$ cat src/mac_pkg.sv
// Shared types and constants for the moving average crossover block.
// Used by the front end, the back end, the top level and the checker.
// No dependencies.
package mac_pkg;

   localparam int MAX_WINDOW_DEF = 1024;
   localparam int PRICE_BITS_DEF = 24;
   localparam int WIN_BITS = 11;
   localparam int CSR_ADDR_BITS = 2;
   localparam int IN_USER_BITS = 2;
   localparam int OUT_USER_BITS = 5;

   localparam logic [WIN_BITS-1:0] SHORT_WINDOW_RST = 11'd10;
   localparam logic [WIN_BITS-1:0] LONG_WINDOW_RST = 11'd20;

   localparam logic [CSR_ADDR_BITS-1:0] CSR_SHORT_WINDOW = 2'd0;
   localparam logic [CSR_ADDR_BITS-1:0] CSR_LONG_WINDOW = 2'd1;

   localparam logic [1:0] CROSS_NONE = 2'd0;
   localparam logic [1:0] CROSS_UP = 2'd1;
   localparam logic [1:0] CROSS_DOWN = 2'd2;

   typedef enum logic {
      OP_SAMPLE,
      OP_DROP
   } op_type;

   typedef struct packed {
      op_type op;
      logic   clear;
   } cmd_ctrl_type;

endpackage

$ cat src/mac_front.sv
// Front end: accepts request transactions, classifies them and queues them.
// Depends on mac_pkg.
module mac_front import mac_pkg::*; #(
   parameter int PRICE_BITS = PRICE_BITS_DEF
) (
   input  logic                                  clock,
   input  logic                                  reset,
   input  logic                                  req_tvalid,
   output logic                                  req_tready,
   input  logic [((PRICE_BITS+7)/8)*8-1:0]       req_tdata,
   input  logic [IN_USER_BITS-1:0]               req_tuser,
   output logic                                  q_valid,
   output cmd_ctrl_type                          q_ctrl,
   output logic [PRICE_BITS-1:0]                 q_price,
   input  logic                                  q_pop
);

   logic [PRICE_BITS-1:0] price_ff [2];
   cmd_ctrl_type          ctrl_ff [2];
   logic                  wr_ptr_ff;
   logic                  rd_ptr_ff;
   logic [1:0]            count_ff;
   logic                  push;
   logic                  pop;
   cmd_ctrl_type          ctrl_in;

   assign req_tready = count_ff != 2'd2;
   assign push = req_tvalid && req_tready;
   assign pop = q_pop && q_valid;

   always_comb begin
      ctrl_in.op = req_tuser[0] ? OP_DROP : OP_SAMPLE;
      ctrl_in.clear = req_tuser[1];
   end

   always_ff @(posedge clock) begin
      if (push) begin
         price_ff[wr_ptr_ff] <= req_tdata[PRICE_BITS-1:0];
         ctrl_ff[wr_ptr_ff] <= ctrl_in;
      end
      if (reset) begin
         wr_ptr_ff <= 1'b0;
         rd_ptr_ff <= 1'b0;
         count_ff <= 2'd0;
      end else begin
         if (push) wr_ptr_ff <= ~wr_ptr_ff;
         if (pop) rd_ptr_ff <= ~rd_ptr_ff;
         if (push && !pop) count_ff <= count_ff + 2'd1;
         else if (pop && !push) count_ff <= count_ff - 2'd1;
      end
   end

   assign q_valid = count_ff != 2'd0;
   assign q_ctrl = ctrl_ff[rd_ptr_ff];
   assign q_price = price_ff[rd_ptr_ff];

endmodule

$ cat config.mk
export PLATFORM = sky130hd
export DESIGN_NAME = mac_front
export DESIGN_NICKNAME = d
export VERILOG_FILES = /design/src/mac_pkg.sv /design/src/mac_front.sv
export SDC_FILE = /design/constraint.sdc
export NUM_CORES = 1
export LEC_CHECK = 0
export BUFFER_PORTS_ARGS = -buffer_cell sky130_fd_sc_hd__clkbuf_2
export CORE_ASPECT_RATIO = 0.9
export CORE_MARGIN = 4
export CORE_UTILIZATION = 46
export CTS_BUF_LIST = sky130_fd_sc_hd__clkbuf_8 sky130_fd_sc_hd__clkbuf_16
export DETAILED_ROUTE_END_ITERATION = 6
export GPL_ROUTABILITY_DRIVEN = 1
export HOLD_SLACK_MARGIN = 0.15
export PLACE_DENSITY = 0.85
export SLEW_MARGIN = 5
export SYNTH_ARGS = -nofsm -noshare
export SYNTH_HDL_FRONTEND = slang
export SYNTH_SLANG_ARGS = --single-unit
$ cat constraint.sdc
create_clock -name clock -period 1.6 [get_ports clock]
set_input_delay 0.08 -clock clock [delete_from_list [all_inputs] [get_ports clock]]
set_output_delay 0.08 -clock clock [all_outputs]
set_load 0.03 [all_outputs]
Yosys cells after proc, flatten, opt, wreduce, memory -nomap -nowiden --
Memory sizes are Yosys's and may differ from the RTL's. A register that Yosys moved wholly into a read port is not among the register bits. Index checks and enable logic that the tools add are counted.
Storage, ports and cells: memory bits (writable) 52, output and inout port bits 28, register bits after elaboration 4, input port bits 30, word-level logic and storage cells 27, memories 2
Memory list:
- price_ff | depth 2, bits a word 24, read ports 1, clocked after Yosys merged registers in 1, write ports 1, RTL line mac_front.sv:18 | logic [PRICE_BITS-1:0] price_ff [2];
- ctrl_ff | depth 2, bits a word 2, read ports 1, clocked after Yosys merged registers in 1, write ports 1, RTL line mac_front.sv:19 | cmd_ctrl_type ctrl_ff [2];
Cells by class: equality and inequality tests 1, bitwise gates (word level) 2, mux-type cells 9, add/subtract/negate cells 2, reduce and logical (&&, ||, !) cells 8
Operators with widths (number):
- $mux 1 | 7
- $logic_and 1x1->1 | 4
- $mux 2 | 2
- $reduce_bool 2->1 | 2
- $add 2x1->2 const B | 1
- $logic_not 1->1 | 2
- $ne 2x2->1 const B | 1
- $not 1->1 | 2
- $sub 2x1->2 const B | 1

Longest topological paths before layout --
word-level depth 6, mapped depth 6, depth with buffers taken out 6

Worst setup path after synthesis --
Ideal clock, no wire load.
path type reg2reg, from reg count_ff[0], to mem ctrl_ff[1][0] in the netlist's numbering (enable), required time 1.215 ns, data arrival time 1.509 ns, buffers on the path 0, setup time 0.385 ns, slack -0.294 ns, cell stages (with the launch flop) 3, cells stage by stage dfxtp_1 -> nand2b_1 -> and3_1
On the way: longest elaborated chain between the ends 4
RTL lines:
- from (decl) | RTL line mac_front.sv:22 | logic [1:0] count_ff;
- from (signal assigned) | RTL line mac_front.sv:48 | if (push && !pop) count_ff <= count_ff + 2'd1;
- from (signal assigned) | RTL line mac_front.sv:49 | else if (pop && !push) count_ff <= count_ff - 2'd1;
- $ne 2x2->1 | RTL line mac_front.sv:27 | assign req_tready = count_ff != 2'd2;
- named net req_tready | RTL line mac_front.sv:9 | output logic req_tready,
- $logic_and 1x1->1 | RTL line mac_front.sv:28 | assign push = req_tvalid && req_tready;
- $mux 1 | RTL line mac_front.sv:37 | if (push) begin
- $mux 1 (not written as such) | RTL line mac_front.sv:39 | ctrl_ff[wr_ptr_ff] <= ctrl_in;
- to (decl) | RTL line mac_front.sv:19
The timed path passes the listed nets, and every way through them passes these cells.

Final worst setup path --
from reg count_ff[0], to reg count_ff[1]
On the way: longest elaborated chain between the ends 5, elaborated cells on any way between the ends 13, those cells by class add/sub: 2; eq/ne: 1; mux: 2; reduce/logical: 8
RTL lines:
- $ne 2x2->1 * | RTL line mac_front.sv:27
- $logic_and 1x1->1 * | RTL line mac_front.sv:28
- named net push | RTL line mac_front.sv:23 | logic push;
- $logic_not 1->1 | RTL line mac_front.sv:49
- $logic_and 1x1->1 | RTL line mac_front.sv:49
- $reduce_bool 2->1 (no line)
The timed path passes the listed nets; every way through them passes the cells marked *. The select of a mux whose other input is x is not followed. A chain may end at the register's enable or synchronous reset.

==> results.txt <==
- Relative contribution of the clock network to total power: 26.0%
- Internal cell power: about 3200 µW
- For this run, the slowest stage of the critical path takes approximately 0.36 ns.
- Sinks on the clock net: 57
- The routed layout has 1271 vias.
- GR Overflow Total: 0
* Critical path startpoint: count_ff[0]$_SDFFE_PP0P_
- The initial utilization of the core area, before any placement, comes to between 40% and 50%.
* Total half-perimeter wirelength after legalization and detailed placement: about 2800 µm
* Kind of cell adding the most delay to the critical path: simple AND/OR/NAND/NOR gates
- Die width: between 70 and 80 µm
* Final Instance Area: slightly below 3000 µm²
- In the routed layout, each cell is associated on average with a via count of roughly 4.7.
- Die height: approximately 70 µm
- The die covers 5700 µm².
- CTS placed an instance of sky130_fd_sc_hd__clkbuf_8 at the clock tree root.
- Number of DRC markers after the initial detailed-route iteration: 29
- After synthesis, flip-flops and latches occupy approximately four fifths of the total area.
- Worst Path Arrival: roughly 1.8 ns
- Final worst clock skew: between 0.009 and 0.01 ns
* Length of the first detailed-routing pass in iterations: 4
- Sequential share of power: about 41%
* Num rows: 23
* Clock period minus final worst setup slack: roughly 1.5 ns
- After detailed routing, the total wire length is between 4000 and 5000 µm.
- Post-synthesis register bit count: between 50 and 60
* Worst min-delay path class: input pin to flop
- The final critical path takes up between 90% and 100% of the cycle.
- After detailed routing, the average wire length per cell comes to 15.6 µm.
- Net switching power of the design: 1550 µW
- Required time at the endpoint of the critical path: between 1.5 and 2 ns
* Cell Area, Synth: roughly 2100 µm²
* Relative slew slack: 80.2%
- Synth Warn #: 0
* TritonCTS buffer count: 9
- Register-to-register setup slack: 0.05 ns
- Crit path buf inv count: 0
- Via count of the first global-routing pass: between 1000 and 1500
* Maximum number of pins on one net before global-route repair: 17
- Max capacitance violation total: 0
- Net switching is about 33% of the power.
* Number of primary I/O pins: 58
- In this run the critical register-to-register path is launched from count_ff[0]$_SDFFE_PP0P_.
* Sequential cell area: 1660 µm²
* Outcome: finished, final reports clean
* Most frequent standard cell in the layout excluding fill and tap cells: sky130_fd_sc_hd__clkbuf_2
* Clock transition at the register clock pins on the worst setup and hold paths after CTS: about 0.060 ns
* Cell area after placement: approximately 2500 µm²
- Dividing total power by cell area gives a power density of between 1500 and 2000 nW/µm².
- Static power due to leakage: 0.00116 µW
- Area delta synth->final: 42.0%
- Footprint of the multi-input gates: roughly 430 µm²
- Top library cells by usage in the layout, fill and taps aside: 57 x sky130_fd_sc_hd__clkbuf_2, 52 x sky130_fd_sc_hd__edfxtp_1, 28 x sky130_fd_sc_hd__dlygate4sd3_1, 26 x sky130_fd_sc_hd__mux2_2, 9 x sky130_fd_sc_hd__clkbuf_8
- Crit end category: flop
- At the later pin of the worst-skew pair, clock insertion delay measures 0.32 ns.
* Synthesized area per cell: 20.0 µm²
* Final Max Tran Viols: 0
- IR analysis of the VDD net gives a maximum drop of between 0.0008 and 0.0009 V.
* Post-Syn Instances: approximately 110
* Global-route total usage across every layer: 16.3%
- The number of endpoints with negative hold slack in the final report came to 0.
- Startpoint of the most critical hold path: q_pop
- The count of nets left with antenna violations once routing finished came out at 0.
- The first global-routing pass estimated roughly 6700 µm of wire.
* Core region area: 4430 µm²
* Gp weighted congestion: about 0.67
- Setup violations remaining at the end of the flow were counted as 0.
- # diodes: 0
- Comb pwr share: roughly a third
* Initial antenna violation count: 0
- Counting the fill cells in the layout gives 307.
- # port buffers: 57
* Critical setup path kind: flop to flop
- Worst slew pin tran: between 0.2 and 0.3 ns
- H-tree levels: 3
- At the end of the flow, the number of nets in the layout was 235.
- In this run the worst path has a maximum fanout of 5.
* Critical Path, Cell by Cell: nand2b_4 -> and2_1 -> ha_4 -> xor2_1 -> or3_1 -> a21oi_1
* Aggregate negative setup slack: 0 ns
- The post-route netlist has a little over half of its cells at a drive strength greater than 1.
- The design draws 4710 µW.
* Unrepaired setup endpoints after global routing: false
* Critical-path cell with the highest stage delay: sky130_fd_sc_hd__dfxtp_1
* Critical Path Source Type: flop
- TritonCTS built the clock tree.
- Yosys mapped the design onto 18 distinct sky130hd cell types.
- Derived from the worst setup path, the maximum achievable clock frequency is 647 MHz.
* Buffers from clock root to sink, at most: 2
- For this run, design rule violations remaining after detail routing come to 0.
- The number of nets handed over by synthesis was around 140.
==> flip-flops by register name (all words and copies together), names as in the netlist, named ones only <==
register / flops
ctrl_ff: 4
wr_ptr_ff: 1
count_ff: 2
rd_ptr_ff: 1
price_ff: 48
==> tightest hold or removal path, stage by stage <==
cell and delay, ns:
sky130_fd_sc_hd__clkbuf_2 0.09, sky130_fd_sc_hd__o21ai_1 0.17, sky130_fd_sc_hd__xor2_1 0.12, sky130_fd_sc_hd__nor2_1 0.08
==> cell families (layout without fill, tap and decap cells) <==
| group | after synthesis | count (layout) | share of synthesized area [%] |
|---|---|---|---|
| buf+inv | 4 | 108 | 1.13 |
| fa+ha+maj | 1 | 1 | 0.597 |
| xor+xnor | 3 | 3 | 1.25 |
| mux | 26 | 26 | 14.0 |
| flops | 57 | 57 | 79.2 |
| compound gates | 5 | 5 | 1.43 |
| simple gates | 9 | 9 | 2.39 |
==> Yosys cell counts <==
master                     number  area share [%]
sky130_fd_sc_hd__edfxtp_1      52              74
sky130_fd_sc_hd__xor2_1         3             1.3
sky130_fd_sc_hd__a21oi_1        2            0.48
sky130_fd_sc_hd__o21ai_0        2            0.48
sky130_fd_sc_hd__buf_2          1            0.24
sky130_fd_sc_hd__or3_1          1            0.30
sky130_fd_sc_hd__mux2_2        26              14
sky130_fd_sc_hd__buf_4          2            0.72
sky130_fd_sc_hd__ha_1           1            0.60
sky130_fd_sc_hd__nand3b_1       1            0.36
sky130_fd_sc_hd__or2_2          1            0.30
sky130_fd_sc_hd__a21bo_2        1            0.48
sky130_fd_sc_hd__dfxtp_1        5             4.8
sky130_fd_sc_hd__nand2b_1       1            0.30
sky130_fd_sc_hd__and3_1         1            0.30
sky130_fd_sc_hd__and2_1         1            0.30
sky130_fd_sc_hd__nor2_1         3            0.54
sky130_fd_sc_hd__inv_1          1            0.18
==> power by group through the flow <==
stage | Clock [µW] | Sequential (µW) | Combinational [µW]
after CTS | 1250 | 1950 | 1530
after floorplan | 0 | 1950 | 1070
after global placement | 0 | 1960 | 1420
after detailed placement | 0 | 1980 | 1460
after global routing | 1340 | 1970 | 1640
final | 1220 | 1950 | 1540
==> worst paths after layout <==
path | endpoint | depth (start not counted)
worst max register to register | count_ff[1]$_SDFFE_PP0P_ | 6
worst min-delay path | rd_ptr_ff$_SDFFE_PP0P_ | 4
worst max-delay path | count_ff[1]$_SDFFE_PP0P_ | 6
worst min register to register | rd_ptr_ff$_SDFFE_PP0P_ | 2
==> through the flow <==
step	util (%)	hold slack (ns)	std cells	setup WS (ns)
2_1_floorplan	-	0.149	105	0.0564
3_3_place_gp	56.4	0.270	227	0.101
3_5_place_dp	56.4	0.274	227	0.0400
4_1_cts	66.9	0.179	271	0.0134
5_1_grt	67.2	0.275	271	0.00426
6_report	67.2	0.257	271	0.0534
==> final cells by class <==
cell class,instances,area share [%]
repair buffers,91,20.5
flip-flops and latches,57,55.8
clock inverters,7,2.10
clock buffers,9,4.16
inverters,1,0.252
well taps,62,2.61
multi-input cells,44,14.5
==> layer usage <==
| metal | global-route usage, % | part of all wire (%) | vias up |
|---|---|---|---|
| met5 | 0 | 0 | - |
| met4 | 7.82 | 2.1 | 0 |
| met3 | 5.96 | 4.1 | 8 |
| met2 | 30.7 | 58 | 43 |
| met1 | 15.7 | 35 | 619 |
| li1 | - | - | 601 |
==> what timing repair did <==
action,CTS,global route
hold buffers,28,0
resized for setup,0,3
setup endpoints to repair,0,1
setup buffers,0,0
hold endpoints to repair,57,0
No activity file was read; power rests on OpenSTA's default activity.
